File: src/design/pslex_pkg.sv
`default_nettype none

package pslex_pkg;

  localparam int KW_NUM = 17;
  localparam int QUEUE_DEPTH = 4;
  localparam int Q_PTR_W = 2;

  localparam logic [5:0] K_IDENT  = 6'd0;
  localparam logic [5:0] K_INT    = 6'd1;
  localparam logic [5:0] K_REAL   = 6'd2;
  localparam logic [5:0] K_KW0    = 6'd3;
  localparam logic [5:0] K_RBRACE = 6'd20;
  localparam logic [5:0] K_ASSIGN = 6'd21;
  localparam logic [5:0] K_NE     = 6'd22;
  localparam logic [5:0] K_GE     = 6'd23;
  localparam logic [5:0] K_LE     = 6'd24;
  localparam logic [5:0] K_LT     = 6'd25;
  localparam logic [5:0] K_GT     = 6'd26;
  localparam logic [5:0] K_EQ     = 6'd27;
  localparam logic [5:0] K_COLON  = 6'd28;
  localparam logic [5:0] K_SEMI   = 6'd29;
  localparam logic [5:0] K_DOT    = 6'd30;
  localparam logic [5:0] K_PLUS   = 6'd31;
  localparam logic [5:0] K_MINUS  = 6'd32;
  localparam logic [5:0] K_SLASH  = 6'd33;
  localparam logic [5:0] K_STAR   = 6'd34;
  localparam logic [5:0] K_LPAREN = 6'd35;
  localparam logic [5:0] K_RPAREN = 6'd36;
  localparam logic [5:0] K_BADCH  = 6'd37;
  localparam logic [5:0] K_BADCOM = 6'd38;

  localparam logic [7:0] CH_NUL    = 8'h00;
  localparam logic [7:0] CH_TAB    = 8'h09;
  localparam logic [7:0] CH_LF     = 8'h0A;
  localparam logic [7:0] CH_CR     = 8'h0D;
  localparam logic [7:0] CH_SPACE  = 8'h20;
  localparam logic [7:0] CH_DOT    = 8'h2E;
  localparam logic [7:0] CH_COLON  = 8'h3A;
  localparam logic [7:0] CH_LT     = 8'h3C;
  localparam logic [7:0] CH_EQ     = 8'h3D;
  localparam logic [7:0] CH_GT     = 8'h3E;
  localparam logic [7:0] CH_LBRACE = 8'h7B;
  localparam logic [7:0] CH_RBRACE = 8'h7D;

  typedef struct packed {
    logic [5:0] kind;
    logic [6:0] len;
    logic [7:0] bad;
  } tok_t;

  typedef struct packed {
    tok_t tok0;
    tok_t tok1;
    logic two;
  } rec_t;

  function automatic logic [7:0] kw_char(input logic [4:0] idx, input logic [3:0] pos);
    logic [79:0] s;
    logic [79:0] sh;
    unique case (idx)
      5'd0:    s = "program   ";
      5'd1:    s = "begin     ";
      5'd2:    s = "end       ";
      5'd3:    s = "var       ";
      5'd4:    s = "procedure ";
      5'd5:    s = "const     ";
      5'd6:    s = "integer   ";
      5'd7:    s = "real      ";
      5'd8:    s = "if        ";
      5'd9:    s = "else      ";
      5'd10:   s = "then      ";
      5'd11:   s = "read      ";
      5'd12:   s = "write     ";
      5'd13:   s = "while     ";
      5'd14:   s = "do        ";
      5'd15:   s = "for       ";
      5'd16:   s = "to        ";
      default: s = '0;
    endcase
    sh = s << {pos, 3'b000};
    return sh[79:72];
  endfunction

  function automatic logic [3:0] kw_len(input logic [4:0] idx);
    logic [3:0] l;
    unique case (idx) inside
      5'd0, 5'd6:                          l = 4'd7;
      5'd1, 5'd5, 5'd12, 5'd13:            l = 4'd5;
      5'd2, 5'd3, 5'd15:                   l = 4'd3;
      5'd4:                                l = 4'd9;
      5'd7, 5'd9, 5'd10, 5'd11:            l = 4'd4;
      5'd8, 5'd14, 5'd16:                  l = 4'd2;
      default:                             l = 4'd0;
    endcase
    return l;
  endfunction

  // bit 6 flags a single-character symbol
  function automatic logic [6:0] sym_kind(input logic [7:0] c);
    logic [6:0] r;
    unique case (c)
      CH_RBRACE: r = {1'b1, K_RBRACE};
      CH_EQ:     r = {1'b1, K_EQ};
      8'h3B:     r = {1'b1, K_SEMI};
      CH_DOT:    r = {1'b1, K_DOT};
      8'h2B:     r = {1'b1, K_PLUS};
      8'h2D:     r = {1'b1, K_MINUS};
      8'h2F:     r = {1'b1, K_SLASH};
      8'h2A:     r = {1'b1, K_STAR};
      8'h28:     r = {1'b1, K_LPAREN};
      8'h29:     r = {1'b1, K_RPAREN};
      default:   r = {1'b0, K_BADCH};
    endcase
    return r;
  endfunction

endpackage

`default_nettype wire

File: src/design/pslex_front.sv
`default_nettype none

module pslex_front #(
  parameter int MAX_TOKEN = 64
) (
  input  wire logic            clk_i,
  input  wire logic            rst_ni,
  input  wire logic            valid_i,
  output logic                 stall_o,
  input  wire logic [7:0]      char_i,
  input  wire logic            eoi_i,
  input  wire logic            full_i,
  output logic                 push_o,
  output pslex_pkg::rec_t      rec_o
);
  import pslex_pkg::*;

  localparam int CntW = $clog2(MAX_TOKEN + 1);

  localparam logic [2:0] M_IDLE    = 3'd0;
  localparam logic [2:0] M_IDENT   = 3'd1;
  localparam logic [2:0] M_INT     = 3'd2;
  localparam logic [2:0] M_REAL    = 3'd3;
  localparam logic [2:0] M_LESS    = 3'd4;
  localparam logic [2:0] M_GREATER = 3'd5;
  localparam logic [2:0] M_COLON   = 3'd6;
  localparam logic [2:0] M_COMMENT = 3'd7;

  logic [2:0]        mode_q, mode_d;
  logic [CntW-1:0]   cnt_q, cnt_d, cnt_inc;
  logic [KW_NUM-1:0] hits_q, hits_d, match, match0;
  logic              accept;
  logic              is_digit, is_letter, is_blank;
  logic [6:0]        sym;
  logic [15:0]       cnt_wide;
  logic [6:0]        len_sat;
  logic [5:0]        ident_kind;
  tok_t              mode_tok, t0, idle_tok;
  logic              t0_v, do_idle, idle_v;
  logic [2:0]        idle_mode;
  logic [CntW-1:0]   idle_cnt;
  logic [KW_NUM-1:0] idle_hits;

  assign accept  = valid_i && !full_i;
  assign stall_o = full_i;

  assign is_digit  = (char_i >= 8'h30) && (char_i <= 8'h39);
  assign is_letter = ((char_i >= 8'h41) && (char_i <= 8'h5A)) ||
                     ((char_i >= 8'h61) && (char_i <= 8'h7A));
  assign is_blank  = (char_i == CH_SPACE) || (char_i == CH_TAB) || (char_i == CH_LF) ||
                     (char_i == CH_CR) || (char_i == CH_NUL);
  assign sym       = sym_kind(char_i);

  assign cnt_inc  = (cnt_q < CntW'(MAX_TOKEN)) ? cnt_q + 1'b1 : cnt_q;
  assign cnt_wide = 16'(cnt_q);
  assign len_sat  = (cnt_wide > 16'd127) ? 7'd127 : cnt_wide[6:0];

  always_comb begin
    for (int k = 0; k < KW_NUM; k++) begin
      match[k]  = (cnt_q < CntW'(kw_len(5'(k)))) && (kw_char(5'(k), cnt_q[3:0]) == char_i);
      match0[k] = (kw_char(5'(k), 4'd0) == char_i);
    end
  end

  always_comb begin
    ident_kind = K_IDENT;
    for (int k = KW_NUM - 1; k >= 0; k--) begin
      if (hits_q[k] && (cnt_q == CntW'(kw_len(5'(k))))) begin
        ident_kind = 6'(K_KW0 + 6'(k));
      end
    end
  end

  always_comb begin
    mode_tok = '{kind: K_IDENT, len: 7'd1, bad: 8'd0};
    unique case (mode_q)
      M_IDENT:   mode_tok = '{kind: ident_kind, len: len_sat, bad: 8'd0};
      M_INT:     mode_tok = '{kind: K_INT, len: len_sat, bad: 8'd0};
      M_REAL:    mode_tok = '{kind: K_REAL, len: len_sat, bad: 8'd0};
      M_LESS:    mode_tok = '{kind: K_LT, len: 7'd1, bad: 8'd0};
      M_GREATER: mode_tok = '{kind: K_GT, len: 7'd1, bad: 8'd0};
      M_COLON:   mode_tok = '{kind: K_COLON, len: 7'd1, bad: 8'd0};
      M_COMMENT: mode_tok = '{kind: K_BADCOM, len: len_sat, bad: 8'd0};
      default:   mode_tok = '{kind: K_IDENT, len: 7'd0, bad: 8'd0};
    endcase
  end

  // fresh scan of the character from idle
  always_comb begin
    idle_mode = M_IDLE;
    idle_cnt  = '0;
    idle_hits = '1;
    idle_v    = 1'b0;
    idle_tok  = '{kind: sym[5:0], len: 7'd1, bad: 8'd0};
    if (is_blank) begin
      idle_v = 1'b0;
    end else if (is_digit) begin
      idle_mode = M_INT;
      idle_cnt  = CntW'(1);
    end else if (is_letter) begin
      idle_mode = M_IDENT;
      idle_cnt  = CntW'(1);
      idle_hits = match0;
    end else if (char_i == CH_LT) begin
      idle_mode = M_LESS;
    end else if (char_i == CH_GT) begin
      idle_mode = M_GREATER;
    end else if (char_i == CH_COLON) begin
      idle_mode = M_COLON;
    end else if (char_i == CH_LBRACE) begin
      idle_mode = M_COMMENT;
      idle_cnt  = CntW'(1);
    end else if (sym[6]) begin
      idle_v = 1'b1;
    end else begin
      idle_v   = 1'b1;
      idle_tok = '{kind: K_BADCH, len: 7'd1, bad: char_i};
    end
  end

  always_comb begin
    mode_d  = mode_q;
    cnt_d   = cnt_q;
    hits_d  = hits_q;
    t0_v    = 1'b0;
    t0      = mode_tok;
    do_idle = 1'b0;
    if (eoi_i) begin
      t0_v   = (mode_q != M_IDLE);
      mode_d = M_IDLE;
      cnt_d  = '0;
      hits_d = '1;
    end else begin
      unique case (mode_q) inside
        M_IDENT: begin
          if (is_letter || is_digit) begin
            hits_d = hits_q & match;
            cnt_d  = cnt_inc;
          end else begin
            t0_v    = 1'b1;
            do_idle = 1'b1;
          end
        end
        M_INT: begin
          if (is_digit) begin
            cnt_d = cnt_inc;
          end else if (char_i == CH_DOT) begin
            cnt_d  = cnt_inc;
            mode_d = M_REAL;
          end else begin
            t0_v    = 1'b1;
            do_idle = 1'b1;
          end
        end
        M_REAL: begin
          if (is_digit) begin
            cnt_d = cnt_inc;
          end else begin
            t0_v    = 1'b1;
            do_idle = 1'b1;
          end
        end
        M_LESS, M_GREATER, M_COLON: begin
          t0_v = 1'b1;
          if ((char_i == CH_EQ) || ((mode_q == M_LESS) && (char_i == CH_GT))) begin
            mode_d = M_IDLE;
            cnt_d  = '0;
            hits_d = '1;
            if (mode_q == M_LESS) begin
              t0 = '{kind: (char_i == CH_EQ) ? K_LE : K_NE, len: 7'd2, bad: 8'd0};
            end else if (mode_q == M_GREATER) begin
              t0 = '{kind: K_GE, len: 7'd2, bad: 8'd0};
            end else begin
              t0 = '{kind: K_ASSIGN, len: 7'd2, bad: 8'd0};
            end
          end else begin
            do_idle = 1'b1;
          end
        end
        M_COMMENT: begin
          if (char_i == CH_LF) begin
            t0_v   = 1'b1;
            mode_d = M_IDLE;
            cnt_d  = '0;
            hits_d = '1;
          end else if (char_i == CH_RBRACE) begin
            mode_d = M_IDLE;
            cnt_d  = '0;
            hits_d = '1;
          end else begin
            cnt_d = cnt_inc;
          end
        end
        default: begin
          do_idle = 1'b1;
        end
      endcase
      if (do_idle) begin
        mode_d = idle_mode;
        cnt_d  = idle_cnt;
        hits_d = idle_hits;
      end
    end
  end

  assign push_o     = accept && (t0_v || (do_idle && idle_v));
  assign rec_o.tok0 = t0_v ? t0 : idle_tok;
  assign rec_o.tok1 = idle_tok;
  assign rec_o.two  = t0_v && do_idle && idle_v;

  always_ff @(posedge clk_i or negedge rst_ni) begin
    if (!rst_ni) begin
      mode_q <= M_IDLE;
      cnt_q  <= '0;
      hits_q <= '1;
    end else if (accept) begin
      mode_q <= mode_d;
      cnt_q  <= cnt_d;
      hits_q <= hits_d;
    end
  end

endmodule

`default_nettype wire

File: src/design/pslex_queue.sv
`default_nettype none

module pslex_queue (
  input  wire logic            clk_i,
  input  wire logic            rst_ni,
  input  wire logic            push_i,
  input  wire pslex_pkg::rec_t rec_i,
  output logic                 full_o,
  input  wire logic            pop_i,
  output logic                 empty_o,
  output pslex_pkg::rec_t      rec_o
);
  import pslex_pkg::*;

  rec_t               mem_q [QUEUE_DEPTH];
  logic [Q_PTR_W-1:0] wr_q, rd_q;
  logic [Q_PTR_W:0]   cnt_q;

  assign full_o  = (cnt_q == (Q_PTR_W + 1)'(QUEUE_DEPTH));
  assign empty_o = (cnt_q == '0);
  assign rec_o   = mem_q[rd_q];

  always_ff @(posedge clk_i) begin
    if (push_i) begin
      mem_q[wr_q] <= rec_i;
    end
  end

  always_ff @(posedge clk_i or negedge rst_ni) begin
    if (!rst_ni) begin
      wr_q  <= '0;
      rd_q  <= '0;
      cnt_q <= '0;
    end else begin
      if (push_i) begin
        wr_q <= wr_q + 1'b1;
      end
      if (pop_i) begin
        rd_q <= rd_q + 1'b1;
      end
      if (push_i && !pop_i) begin
        cnt_q <= cnt_q + 1'b1;
      end else if (pop_i && !push_i) begin
        cnt_q <= cnt_q - 1'b1;
      end
    end
  end

`ifndef SYNTH
  a_no_overflow : assert property (@(posedge clk_i) disable iff (!rst_ni)
    push_i |-> !full_o) else $error("push into full queue");
  a_no_underflow : assert property (@(posedge clk_i) disable iff (!rst_ni)
    pop_i |-> !empty_o) else $error("pop from empty queue");
  a_cnt_bound : assert property (@(posedge clk_i) disable iff (!rst_ni)
    cnt_q <= (Q_PTR_W + 1)'(QUEUE_DEPTH)) else $error("queue count out of range");
  a_cnt_track : assert property (@(posedge clk_i) disable iff (!rst_ni)
    (push_i && !pop_i) |=> (cnt_q == $past(cnt_q) + 1'b1)) else $error("count lost a push");
`endif

endmodule

`default_nettype wire

File: src/design/pslex_back.sv
`default_nettype none

module pslex_back (
  input  wire logic            clk_i,
  input  wire logic            rst_ni,
  input  wire logic            empty_i,
  input  wire pslex_pkg::rec_t rec_i,
  output logic                 pop_o,
  output logic                 out_valid_o,
  input  wire logic            out_stall_i,
  output logic [5:0]           token_kind_o,
  output logic [6:0]           lexeme_length_o,
  output logic [7:0]           bad_char_o,
  output logic                 last_of_run_o
);
  import pslex_pkg::*;

  logic out_v_q, sec_v_q, last_q;
  tok_t out_q, sec_q;
  logic load;

  assign load  = !out_v_q || !out_stall_i;
  assign pop_o = load && !sec_v_q && !empty_i;

  always_ff @(posedge clk_i or negedge rst_ni) begin
    if (!rst_ni) begin
      out_v_q <= 1'b0;
      sec_v_q <= 1'b0;
    end else if (load) begin
      if (sec_v_q) begin
        out_v_q <= 1'b1;
        sec_v_q <= 1'b0;
      end else begin
        out_v_q <= !empty_i;
        sec_v_q <= !empty_i && rec_i.two;
      end
    end
  end

  always_ff @(posedge clk_i) begin
    if (load) begin
      if (sec_v_q) begin
        out_q  <= sec_q;
        last_q <= 1'b1;
      end else begin
        out_q  <= rec_i.tok0;
        last_q <= !rec_i.two;
        sec_q  <= rec_i.tok1;
      end
    end
  end

  assign out_valid_o     = out_v_q;
  assign token_kind_o    = out_q.kind;
  assign lexeme_length_o = out_q.len;
  assign bad_char_o      = out_q.bad;
  assign last_of_run_o   = last_q;

`ifndef SYNTH
  a_sec_behind_out : assert property (@(posedge clk_i) disable iff (!rst_ni)
    sec_v_q |-> (out_v_q && !last_q)) else $error("second token without first");
  a_no_pop_pending : assert property (@(posedge clk_i) disable iff (!rst_ni)
    sec_v_q |-> !pop_o) else $error("pop while second token pending");
  a_sec_then_last : assert property (@(posedge clk_i) disable iff (!rst_ni)
    (sec_v_q && !out_stall_i) |=> (out_v_q && last_q)) else $error("second token not last");
`endif

endmodule

`default_nettype wire

File: src/design/pascal_subset_lexer.sv
// Channel | Handshake                   | Payload
// in      | in_valid_i / in_stall_o     | char_code_i, end_of_input_i
// out     | out_valid_o / out_stall_i   | token_kind_o, lexeme_length_o, bad_char_o,
//         |                             | last_of_run_o
//
// One character is accepted per cycle while in_stall_o is low; the scanner state updates in that cycle.
// Tokens leave one per cycle from a registered output stage while out_stall_i is low, so a
// character that closes one token and makes another leaves its two tokens one after the other.
// A four-entry token-record queue sits between scanner and output; in_stall_o is its full flag.
// A token passes from the scanner through the queue and the registered output stage to the outputs.
// Reset clears the scanner to idle and empties queue and output stage.
`default_nettype none

module pascal_subset_lexer #(
  parameter int MAX_TOKEN = 64
) (
  input  wire logic       clk_i,
  input  wire logic       rst_ni,
  input  wire logic       in_valid_i,
  output logic            in_stall_o,
  input  wire logic [7:0] char_code_i,
  input  wire logic       end_of_input_i,
  output logic            out_valid_o,
  input  wire logic       out_stall_i,
  output logic [5:0]      token_kind_o,
  output logic [6:0]      lexeme_length_o,
  output logic [7:0]      bad_char_o,
  output logic            last_of_run_o
);
  import pslex_pkg::*;

  logic push, full, pop, empty;
  rec_t rec_in, rec_out;

  pslex_front #(
    .MAX_TOKEN(MAX_TOKEN)
  ) u_front (
    .clk_i   (clk_i),
    .rst_ni  (rst_ni),
    .valid_i (in_valid_i),
    .stall_o (in_stall_o),
    .char_i  (char_code_i),
    .eoi_i   (end_of_input_i),
    .full_i  (full),
    .push_o  (push),
    .rec_o   (rec_in)
  );

  pslex_queue u_queue (
    .clk_i   (clk_i),
    .rst_ni  (rst_ni),
    .push_i  (push),
    .rec_i   (rec_in),
    .full_o  (full),
    .pop_i   (pop),
    .empty_o (empty),
    .rec_o   (rec_out)
  );

  pslex_back u_back (
    .clk_i           (clk_i),
    .rst_ni          (rst_ni),
    .empty_i         (empty),
    .rec_i           (rec_out),
    .pop_o           (pop),
    .out_valid_o     (out_valid_o),
    .out_stall_i     (out_stall_i),
    .token_kind_o    (token_kind_o),
    .lexeme_length_o (lexeme_length_o),
    .bad_char_o      (bad_char_o),
    .last_of_run_o   (last_of_run_o)
  );

endmodule

`default_nettype wire

File: config.mk
export PLATFORM = sky130hd
export DESIGN_NAME = pascal_subset_lexer
export DESIGN_NICKNAME = d
export VERILOG_FILES = /design/src/design/pslex_pkg.sv /design/src/design/pslex_front.sv /design/src/design/pslex_queue.sv /design/src/design/pslex_back.sv /design/src/design/pascal_subset_lexer.sv
export SDC_FILE = /design/constraint.sdc
export NUM_CORES = 1
export LEC_CHECK = 0
export ABC_CLOCK_PERIOD_IN_PS = 3400
export BUFFER_PORTS_ARGS = -buffer_cell sky130_fd_sc_hd__buf_2
export CAP_MARGIN = 20
export CORE_ASPECT_RATIO = 0.75
export CORE_MARGIN = 3
export CORE_UTILIZATION = 54
export DETAILED_ROUTE_END_ITERATION = 8
export PLACE_DENSITY = 0.71
export SLEW_MARGIN = 20
export SYNTH_ARGS = -nofsm -noshare
export SYNTH_HDL_FRONTEND = slang
export SYNTH_SLANG_ARGS = --single-unit
File: constraint.sdc
create_clock -name clk_i -period 3.4 [get_ports clk_i]
set_clock_uncertainty 0.1 [all_clocks]
set_input_delay 0.34 -clock clk_i [delete_from_list [all_inputs] [get_ports clk_i]]
set_output_delay 0.34 -clock clk_i [all_outputs]
set_load 0.005 [all_outputs]
# After elaboration in Yosys (flattened, before gate mapping)
# Memories as Yosys holds them, arrays and structs flattened.
# Cells that the tools add are included.
# word_totals
ff_bits	79
ramBits	172
in_bits	13
output_inout_bits	24
elab_cells	301
mem_count	1
# memory_table
name	words	width	rd	rd_clocked_by_memory_dff	wr	line	text
u_queue.mem_q	4	43	1	0	1	pslex_queue.sv:15	rec_t mem_q [QUEUE_DEPTH];
# classes
add_sub_neg	5
order_cmp	14
n_eq_ne	67
shifts	17
n_mux	103
bitwise_logic	2
reduce_logical	77
# op_table
cell	n
left shift 79 x 7 -> 80 bit (first input constant)	17
2-to-1 mux 21 bit	14
2-to-1 mux 17 bit	10
one-hot mux 21 bit (7 select lines)	1
equality test 8 bit	17
2-to-1 mux 7 bit	17
equality test 8 x 6 -> 1 bit (second input constant)	13
2-to-1 mux 6 bit	16
equality test 7 x 8 -> 1 bit (first input constant)	11
one-hot mux 7 bit (10 select lines)	1
one-hot mux 17 bit (3 select lines)	1
logical AND 1 bit	48
2-to-1 mux 3 bit	16
one-hot mux 7 bit (5 select lines)	1
equality test 8 x 4 -> 1 bit (second input constant)	3
equality test 7 x 3 -> 1 bit (second input constant)	3
less-than comparator 7 x 3 -> 1 bit (second input constant)	3
2-to-1 mux 1 bit	21
bitwise AND 17 bit	1
equality test 8 x 7 -> 1 bit (second input constant)	2
greater-or-equal comparator 8 x 7 -> 1 bit (second input constant)	2
less-or-equal comparator 8 x 7 -> 1 bit (second input constant)	2
equality test 3 bit (second input constant)	5
equality test 7 x 2 -> 1 bit (second input constant)	2
34 further kinds	58

# Depth between registers and ports, before layout
# Gate-level depths: netlist of the first run.
# depth
ltp_word	24
mapped_depth	13
ltp_nobuf	11

# By module
# Synthesis of the first run repeated with hierarchy kept, for this count alone.
# unflattened
cells_unflattened	1013
area_unflattened_um2	13151.4
# modules_own_cells
module	instances	cells_each	area_per_inst_um2	seq_area_each_um2
pslex_queue	1	259	6658.9	5340.1
pslex_front	1	677	4754.6	696.9
pslex_back	1	77	1737.9	1341.3

# Least setup slack after synthesis of the first run
# Ideal clock, no wire load.
# synth_path
path_type	input port to flip-flop
from	input port char_code_i[3]
to	memory u_queue.mem_q[2][0] in the netlist's numbering, enable pin
setup_ps	397
arrival_time_ps	2696
t_required_ps	2903
slack_ps	207
path_stages	8
path_buffers	2
cell_sequence	buf_2 or4_4 o22ai_2 o211ai_1 buf_2 nand3_1 o2bb2ai_2 and2_1
# synth_between
elab_chain_len	13
elab_cells_between_ends	51
cone_classes	6 x order compare; 10 x eq/ne; 20 x mux; 15 x reduce/logical
# synth_rtl
item	line	text
start, declared	pascal_subset_lexer.sv:21	input wire logic [7:0] char_code_i,
greater-or-equal comparator 8 x 7 -> 1 bit (tied with other cells)	pslex_front.sv:48	assign is_letter = ((char_i >= 8'h41) && (char_i <= 8'h5A)) ||
logical AND 1 bit (tied with other cells)	pslex_front.sv:48	
logical OR 1 bit / 2-to-1 mux 1 bit (equally long branches)	pslex_front.sv:48, pslex_front.sv:108	
logical OR 1 bit / 2-to-1 mux 1 bit (equally long branches)	pslex_front.sv:136, pslex_front.sv:106	
2-to-1 mux 1 bit, on equally long branches	pslex_front.sv:136, pslex_front.sv:104	
one-hot mux 1 bit (5 select lines) / 2-to-1 mux 1 bit (equally long branches)	pslex_front.sv:134, pslex_front.sv:100	
2-to-1 mux 1 bit, on equally long branches	pslex_front.sv:128, pslex_front.sv:97	
2-to-1 mux 1 bit, on equally long branches	pslex_front.sv:128, pslex_front.sv:95	
logical AND 1 bit	pslex_front.sv:206	assign push_o = accept && (t0_v || (do_idle && idle_v));
logical OR 1 bit *	pslex_front.sv:206	
logical AND 1 bit *	pslex_front.sv:206	
named net push	pascal_subset_lexer.sv:32	logic push, full, pop, empty;
2-to-1 mux 1 bit *	pslex_queue.sv:24	if (push_i) begin
2-to-1 mux 1 bit (implied by the code) *	pslex_queue.sv:25	mem_q[wr_q] <= rec_i;
end, declared	pslex_queue.sv:15	
# The timed path passes the listed nets; every way through them passes the cells marked *. The select of a mux whose other input is x is not followed.

# Worst setup path after layout of the first run
# layout_path
from	register u_front.cnt_q[1]
to	register u_front.hits_q[1]
# layout_between
elab_chain_len	8
elab_cells_between_ends	9
cone_classes	1 x order compare; 1 x eq/ne; 1 x shift; 4 x mux; 1 x bitwise; 1 x reduce/logical
# layout_rtl
item	line	text
start, declared	pslex_front.sv:30	logic [CntW-1:0] cnt_q, cnt_d, cnt_inc;
start signal, assigned	pslex_front.sv:218	cnt_q <= cnt_d;
left shift 79 x 7 -> 80 bit	pslex_pkg.sv:81	sh = s << {pos, 3'b000};
equality test 8 bit	pslex_front.sv:60	match[k] = (cnt_q < CntW'(kw_len(5'(k)))) && (kw_char(5'(k), cnt_q[3:0]) == char_i);
logical AND 1 bit *	pslex_front.sv:60	
bitwise AND 17 bit *	pslex_front.sv:137	hits_d = hits_q & match;
2-to-1 mux 17 bit *	pslex_front.sv:136	if (is_letter || is_digit) begin
one-hot mux 17 bit (3 select lines) *	pslex_front.sv:134	unique case (mode_q) inside
2-to-1 mux 17 bit *	pslex_front.sv:198	if (do_idle) begin
2-to-1 mux 17 bit *	pslex_front.sv:128	if (eoi_i) begin
end signal, assigned	pslex_front.sv:219	hits_q <= hits_d;
end, declared	pslex_front.sv:31	logic [KW_NUM-1:0] hits_q, hits_d, match, match0;
# Every way passes the cells marked *; elsewhere a longest branch is shown, timed or not. The select of a mux whose other input is x is not followed.
# A chain may end at the register's enable or synchronous reset.

==> qor.csv, run 1 <==
stage,metric,value,unit
place,placed insts,1259,
setup_path,reg2reg start,u_front.cnt_q[1],
clock_network,cells resized by post-CTS repair,0,
cells_and_area,post-route cell area,13100,um^2
logic_synthesis,Post-synth EDFFs,180,
outcome,outcome,completed,
worst_hold_path,Hold Path Depth,2,
drt,DRT iter0 DRCs,1066,
place,detailed placement HPWL,21300,um
logic_synthesis,post-synth top area share,46.7,%
drt,vias per cell,6.42,
logic_synthesis,ys async rst share,16.7,%
cells_and_area,nets,1033,
setup_path,crit-path cells,"inv_1, ha_1, nand2_1, a21oi_1, xnor2_1, nand4_1, o21ba_2, o31ai_1",
global_routing,first-pass GRT wire length,47800,um
setup_path,CP required,3.70,ns
timing,Slew @ Worst Pin,0.979,ns
logic_synthesis,Synthesis Warnings,0,
clock_network,CTS tree,done,
logic_synthesis,Seq cells post-synth,216,
drt,# DRC,0,
timing,Rel. slew slack,34.7,%
cells_and_area,final non-filler cell total,1298,
logic_synthesis,cell count after synthesis,960,
logic_synthesis,syn_nets,992,
logic_synthesis,"area leader, netlist",edfxtp_1,
cells_and_area,share of layout cells above drive strength 1,22.2,%
timing,Final Hold Fails,0,
place,GP Congestion,1.01,
drt,drt pass-1 iters,6,
setup_path,largest fanout on the critical path,15,
clock_network,clk slew on worst S/H paths,0.06,ns
place,DP Area,12300,um^2
setup_path,"delay-heaviest family, CP",compound AO/OA/AOI/OAI gates,
floorplanning,Core Box Area,20600,um^2
timing,crit share post-route,91.1,%
clock_network,Num CTS Buffers,21,
power_and_ir_drop,P per Cell Area,895,nW/um^2
global_routing,largest net degree at the start of global routing,37,
clock_network,clk_lat worst skew,0.50,ns
timing,Finish-stage setup viols,0,
logic_synthesis,"Seq/Total Area, Yosys",54.7,%
setup_path,register-to-register setup slack,0.30,ns
drt,final WL,30600,um
global_routing,vias in the first global route,7979,
setup_path,r2r endpoint,u_front.hits_q[1],
global_routing,GRT overflow,0,
power_and_ir_drop,P_leak,4.63,nW
timing,minimum clock period after layout,3.10,ns
setup_path,critical path startpoint,u_front.cnt_q[1],
timing,fmax,0.323,GHz
logic_synthesis,post-synthesis average cell area,12.0,um^2
logic_synthesis,Mapped Area,11600,um^2
clock_network,hold_buf cts,1,
setup_path,CP max stage cell,ha_1,
worst_hold_path,Worst Hold Class,in2reg,
cells_and_area,Ant. Diodes,0,
power_and_ir_drop,Max VDD drop,599,uV
flow_run,max_cap viols,0,
timing,Setup TNS,0,ns
worst_hold_path,HP Start,out_stall_i,
floorplanning,FP Rows,45,
logic_synthesis,"top cells by area, synth","edfxtp_1 47%, mux4_2 7.0%, dfrtp_1 4.1%",
clock_network,Root Buffer,clkbuf_16,
cells_and_area,# fillers,1554,
clock_network,# clock sinks,216,
setup_path,Worst EP arrival,3.40,ns
floorplanning,Die Width,175,um
worst_hold_path,hold endpoint,u_back.sec_v_q,
setup_path,CP endpoint kind,flip-flop,
cells_and_area,area delta synth->final,13.0,%
place,Port Buffer Count,36,
global_routing,Total GRT Usage,26.5,%
setup_path,CP max stage delay,0.63,ns
clock_network,Max Buffers Root-to-Sink,3,
timing,RSZ-0062 raised after global routing,false,
logic_synthesis,top_reg_cell synth,edfxtp_1,
clock_network,CTS H-tree depth,1,
setup_path,crit path buf inv count,1,
logic_synthesis,number of distinct library cells after synthesis,89,
logic_synthesis,Commonest cells post-synth,"180 x edfxtp_1, 67 x nand2_1, 56 x nor2_1, 46 x clkbuf_1, 37 x o21ai_0",
floorplanning,Die Span Y,133,um
global_routing,initial antenna violation count,0,
logic_synthesis,most numerous cell in the Yosys netlist,edfxtp_1,
floorplanning,Die ar.,23200,um^2
setup_path,critical path type,reg2reg,
floorplanning,starting density of the core,56.1,%
setup_path,Critical Path Start Type,flip-flop,
timing,Max Slew Vio Count,0,
clock_network,Post-CTS Setup Bufs,0,
floorplanning,IO Pins,37,
drt,antenna violation net count after detailed routing,0,
drt,drt wl/cell,23.6,um
drt,Vias,8330,
cells_and_area,Util after Layout,63.4,%
setup_path,worst reg2reg path depth,8,
[kinds of logic (layout without fill, tap and decap cells)]
kind of cell / Yosys count / after routing / share of synthesized area [%]
xor gates and xnor gates: 48 / 48 / 3.63
buffers and inverters: 102 / 158 / 3.54
muxes: 58 / 58 / 9.12
AOI/OAI and AO/OA: 196 / 196 / 11.9
adders and majority gates: 20 / 20 / 2.21
and+or+nand+nor: 320 / 320 / 14.9
DFF: 216 / 216 / 54.7
[power breakdown]
part	switching [W]	internal [W]	total, W
clock network	0.000948	0.00149	0.00243
logic	0.00277	0.00209	0.00486
registers	0.000431	0.00397	0.00440
[sequential cells by signal, summed over array words and instances, names as in the netlist]
register                count
u_queue.mem_q             144
u_front.hits_q             17
u_back.sec_q               14
u_back.bad_char_o           8
u_back.lexeme_length_o      7
u_front.cnt_q               7
u_back.token_kind_o         6
u_front.mode_q              3
u_queue.cnt_q               3
u_queue.rd_q                2
u_queue.wr_q                2
u_back.last_of_run_o        1
u_back.out_valid_o          1
u_back.sec_v_q              1
[cells in the final DEF (no fill, tap or decap), drive strengths merged, types with 7 or more instances in the layout]
master	synthesis	layout
edfxtp	180	180
buf	31	94
nand2	67	67
nor2	56	56
o21ai	41	41
mux4	36	36
xnor2	34	34
nand3	34	34
a21oi	31	31
clkbuf	46	27
nor3	25	25
inv	24	25
nor2b	24	24
and2	21	21
mux2	19	19
dfrtp	19	19
ha	18	18
dfstp	17	17
nand2b	16	16
nand4	14	14
a31oi	14	14
xor2	14	14
and3	13	13
o22ai	13	13
o31ai	9	9
or2	9	9
a211o	7	7
[per-stage QoR]
step / setup WS (ns) / total power [W] / hold slack, ns
global route: 0.180 / 0.0123 / 0.0470
global placement: 0.350 / 0.00912 / 0.380
floorplan: 0.207 / 0.00759 / -0.0556
finish: 0.304 / 0.0117 / 0.0513
CTS: 0.390 / 0.0117 / 0.0464
detailed placement: 0.355 / 0.00920 / 0.383
[final cells by class]
class | instances | area [um^2] | area share (%)
flip-flops and latches | 216 | 6330 | 48.4
multi-input cells | 642 | 4840 | 37.0
repair buffers | 95 | 726 | 5.55
clock buffers | 27 | 568 | 4.35
well taps | 282 | 353 | 2.70
clock inverters | 11 | 158 | 1.21
inverters | 25 | 93.8 | 0.718
[worst reg2reg max path, delay by kind of cell (launching register included)]
| kind | cells | cell delay [ns] |
|---|---|---|
| DFF | 1 | 0.48 |
| xor gates and xnor gates | 1 | 0.18 |
| and+or+nand+nor | 2 | 0.42 |
| AOI/OAI and AO/OA | 3 | 0.94 |
| adders and majority gates | 1 | 0.63 |
| buffers and inverters | 1 | 0.26 |
[layer usage]
| metal | vias up | share of wire [%] | track usage, % |
|---|---|---|---|
| met5 | - | 0.24 | 2.29 |
| met4 | 2 | 1.3 | 4.38 |
| met3 | 42 | 11 | 8.32 |
| met2 | 480 | 41 | 35.4 |
| met1 | 4063 | 46 | 42.7 |
| li1 | 3743 | - | - |
[worst max-delay path by stage]
stage | cells past startpoint | to | slack, ns
after floorplan | 8 | u_queue.mem_q[2][0] | 0.21
after global placement | 12 | u_queue.cnt_q[2] | 0.35
after detailed placement | 12 | u_queue.cnt_q[2] | 0.36
after CTS | 8 | u_front.hits_q[1] | 0.39
after global routing | 8 | u_front.hits_q[1] | 0.18
final | 8 | u_front.hits_q[1] | 0.30
Note: power is estimated with default switching activity, not from simulation.
==> inputs of run 2 (changes only) <==
--- a/config.mk
+++ b/config.mk
@@ -11,6 +11,7 @@
 export CORE_ASPECT_RATIO = 0.75
 export CORE_MARGIN = 3
 export CORE_UTILIZATION = 54
+export CTS_BUF_LIST = sky130_fd_sc_hd__clkbuf_8
 export DETAILED_ROUTE_END_ITERATION = 8
 export PLACE_DENSITY = 0.71
 export SLEW_MARGIN = 20
==> qor.csv, run 2 (same netlist as run 1, synthesis figures left out) <==
stage,metric,value,unit
clock_network,clk slew on worst S/H paths,0.07,ns
cells_and_area,Ant. Diodes,0,
drt,final WL,30500,um
timing,final worst slack,0.307,ns
floorplanning,Die ar.,23200,um^2
drt,drt pass-1 iters,6,
power_and_ir_drop,P per Cell Area,863,nW/um^2
cells_and_area,area delta synth->final,11.7,%
setup_path,CP max stage cell,ha_1,
clock_network,# clock sinks,216,
flow_run,max_cap viols,0,
global_routing,initial antenna violation count,0,
drt,drt wl/cell,23.1,um
clock_network,clk_lat worst skew,0.58,ns
drt,# DRC,0,
power_and_ir_drop,Max VDD drop,587,uV
floorplanning,IO Pins,37,
clock_network,Post-CTS Setup Bufs,0,
floorplanning,FP Rows,45,
cells_and_area,biggest regs,"u_queue.mem_q x144, u_front.hits_q x17, u_back.sec_q x14",
timing,Finish-stage setup viols,0,
global_routing,GRT overflow,0,
setup_path,critical path startpoint,u_front.cnt_q[1],
worst_hold_path,HP Start,char_code_i[7],
timing,Max Slew Vio Count,0,
drt,Vias,8389,
floorplanning,Die Width,175,um
timing,Setup TNS,0,ns
place,pre-CTS WS,0.355,ns
cells_and_area,most frequent cells in the layout,"180 x edfxtp_1, 67 x nand2_1, 56 x nor2_1",
power_and_ir_drop,P_leak,4.60,nW
cells_and_area,share of layout cells above drive strength 1,23.0,%
place,detailed placement HPWL,21300,um
global_routing,Total GRT Usage,26.3,%
setup_path,crit path buf inv count,1,
clock_network,Max Buffers Root-to-Sink,3,
place,GP Congestion,1.01,
drt,antenna violation net count after detailed routing,0,
setup_path,CP endpoint kind,flip-flop,
cells_and_area,nets,1044,
timing,Rel. slew slack,35.0,%
clock_network,Num CTS Buffers,31,
global_routing,first-pass GRT wire length,47400,um
cells_and_area,# fillers,1575,
clock_network,cells resized by post-CTS repair,0,
cells_and_area,number of flip-flops in the largest register,144,
place,Port Buffer Count,36,
clock_network,Root Buffer,clkbuf_8,
floorplanning,Die Span Y,133,um
clock_network,CTS H-tree depth,1,
clock_network,CTS tree,done,
floorplanning,starting density of the core,56.1,%
setup_path,reg2reg start,u_front.cnt_q[1],
timing,crit share post-route,91.0,%
timing,Slew @ Worst Pin,0.975,ns
setup_path,Worst EP arrival,3.47,ns
timing,Final Hold Fails,0,
outcome,outcome,completed,
timing,fmax,0.323,GHz
setup_path,"delay-heaviest family, CP",compound AO/OA/AOI/OAI gates,
setup_path,largest fanout on the critical path,15,
drt,vias per cell,6.36,
setup_path,crit-path cells,"inv_1, ha_1, nand2_1, a21oi_1, xnor2_1, nand4_1, o21ba_2, o31ai_1",
global_routing,vias in the first global route,7996,
drt,DRT iter0 DRCs,1127,
setup_path,register-to-register setup slack,0.31,ns
global_routing,largest net degree at the start of global routing,37,
floorplanning,Core Box Area,20600,um^2
setup_path,CP required,3.78,ns
setup_path,Critical Path Start Type,flip-flop,
worst_hold_path,Worst Hold Class,in2reg,
setup_path,critical path type,reg2reg,
timing,RSZ-0062 raised after global routing,false,
setup_path,CP max stage delay,0.64,ns
cells_and_area,"most common cell after layout, fill and taps aside",edfxtp_1,
timing,minimum clock period after layout,3.09,ns
cells_and_area,"Most flops, register",u_queue.mem_q,
run 2: final cells by class:
cell class	count	area [um^2]	share of cell area (%)
Timing Repair Buffer	96	736	5.69
Tap cell	282	353	2.73
Multi-Input combinational cell	642	4840	37.4
Clock inverter	25	121	0.939
Sequential cell	216	6330	49.0
Clock buffer	33	454	3.51
Inverter	25	93.8	0.726
run 2: power breakdown:
part	switching [W]	total [W]	leakage, nW	internal (W)
registers	0.000431	0.00440	2.08	0.00397
clock network	0.00100	0.00192	0.318	0.000912
logic	0.00275	0.00484	2.21	0.00209
run 2: worst paths after layout:
| kind | endpoint | cells past startpoint |
|---|---|---|
| min in group asynchronous | u_queue.wr_q[0] | 2 |
| min reg2reg | u_queue.cnt_q[2] | 1 |
| max in group asynchronous | u_queue.rd_q[0] | 2 |
| max | u_front.hits_q[1] | 8 |
| max reg2reg | u_front.hits_q[1] | 8 |
| min | u_queue.mem_q[2][8] | 1 |
run 2: stage by stage:
stage	area (um^2)	cells	hold slack, ns	util, %	total power (W)
after floorplan	11600	960	-0.0556	-	0.00759
after global placement	12300	1259	0.380	59.8	0.00912
after detailed placement	12300	1259	0.383	59.8	0.00920
after CTS	12900	1319	0.0701	62.7	0.0111
after global routing	12900	1319	0.0894	62.7	0.0118
final	12900	1319	0.121	62.7	0.0112
run 2: worst reg2reg max path: cells and delay by family, from the launching register on:
kind            cells  cell delay, ns
compound gates      3            0.93
fa+ha+maj           1            0.64
flops               1            0.48
simple gates        2            0.42
buf+inv             1            0.27
xor+xnor            1            0.18
run 2: per-layer routing:
| metal | global-route usage [%] | part of all wire [%] |
|---|---|---|
| met1 | 41.9 | 45 |
| met5 | 2.29 | 0.24 |
| met2 | 34.6 | 41 |
| met3 | 9.12 | 13 |
| met4 | 4.78 | 1.2 |
run 2: what timing repair did:
action                                  CTS  global route
hold buffers                              2             0
hold endpoints to repair                 20             0
endpoints found under the setup margin    0             0
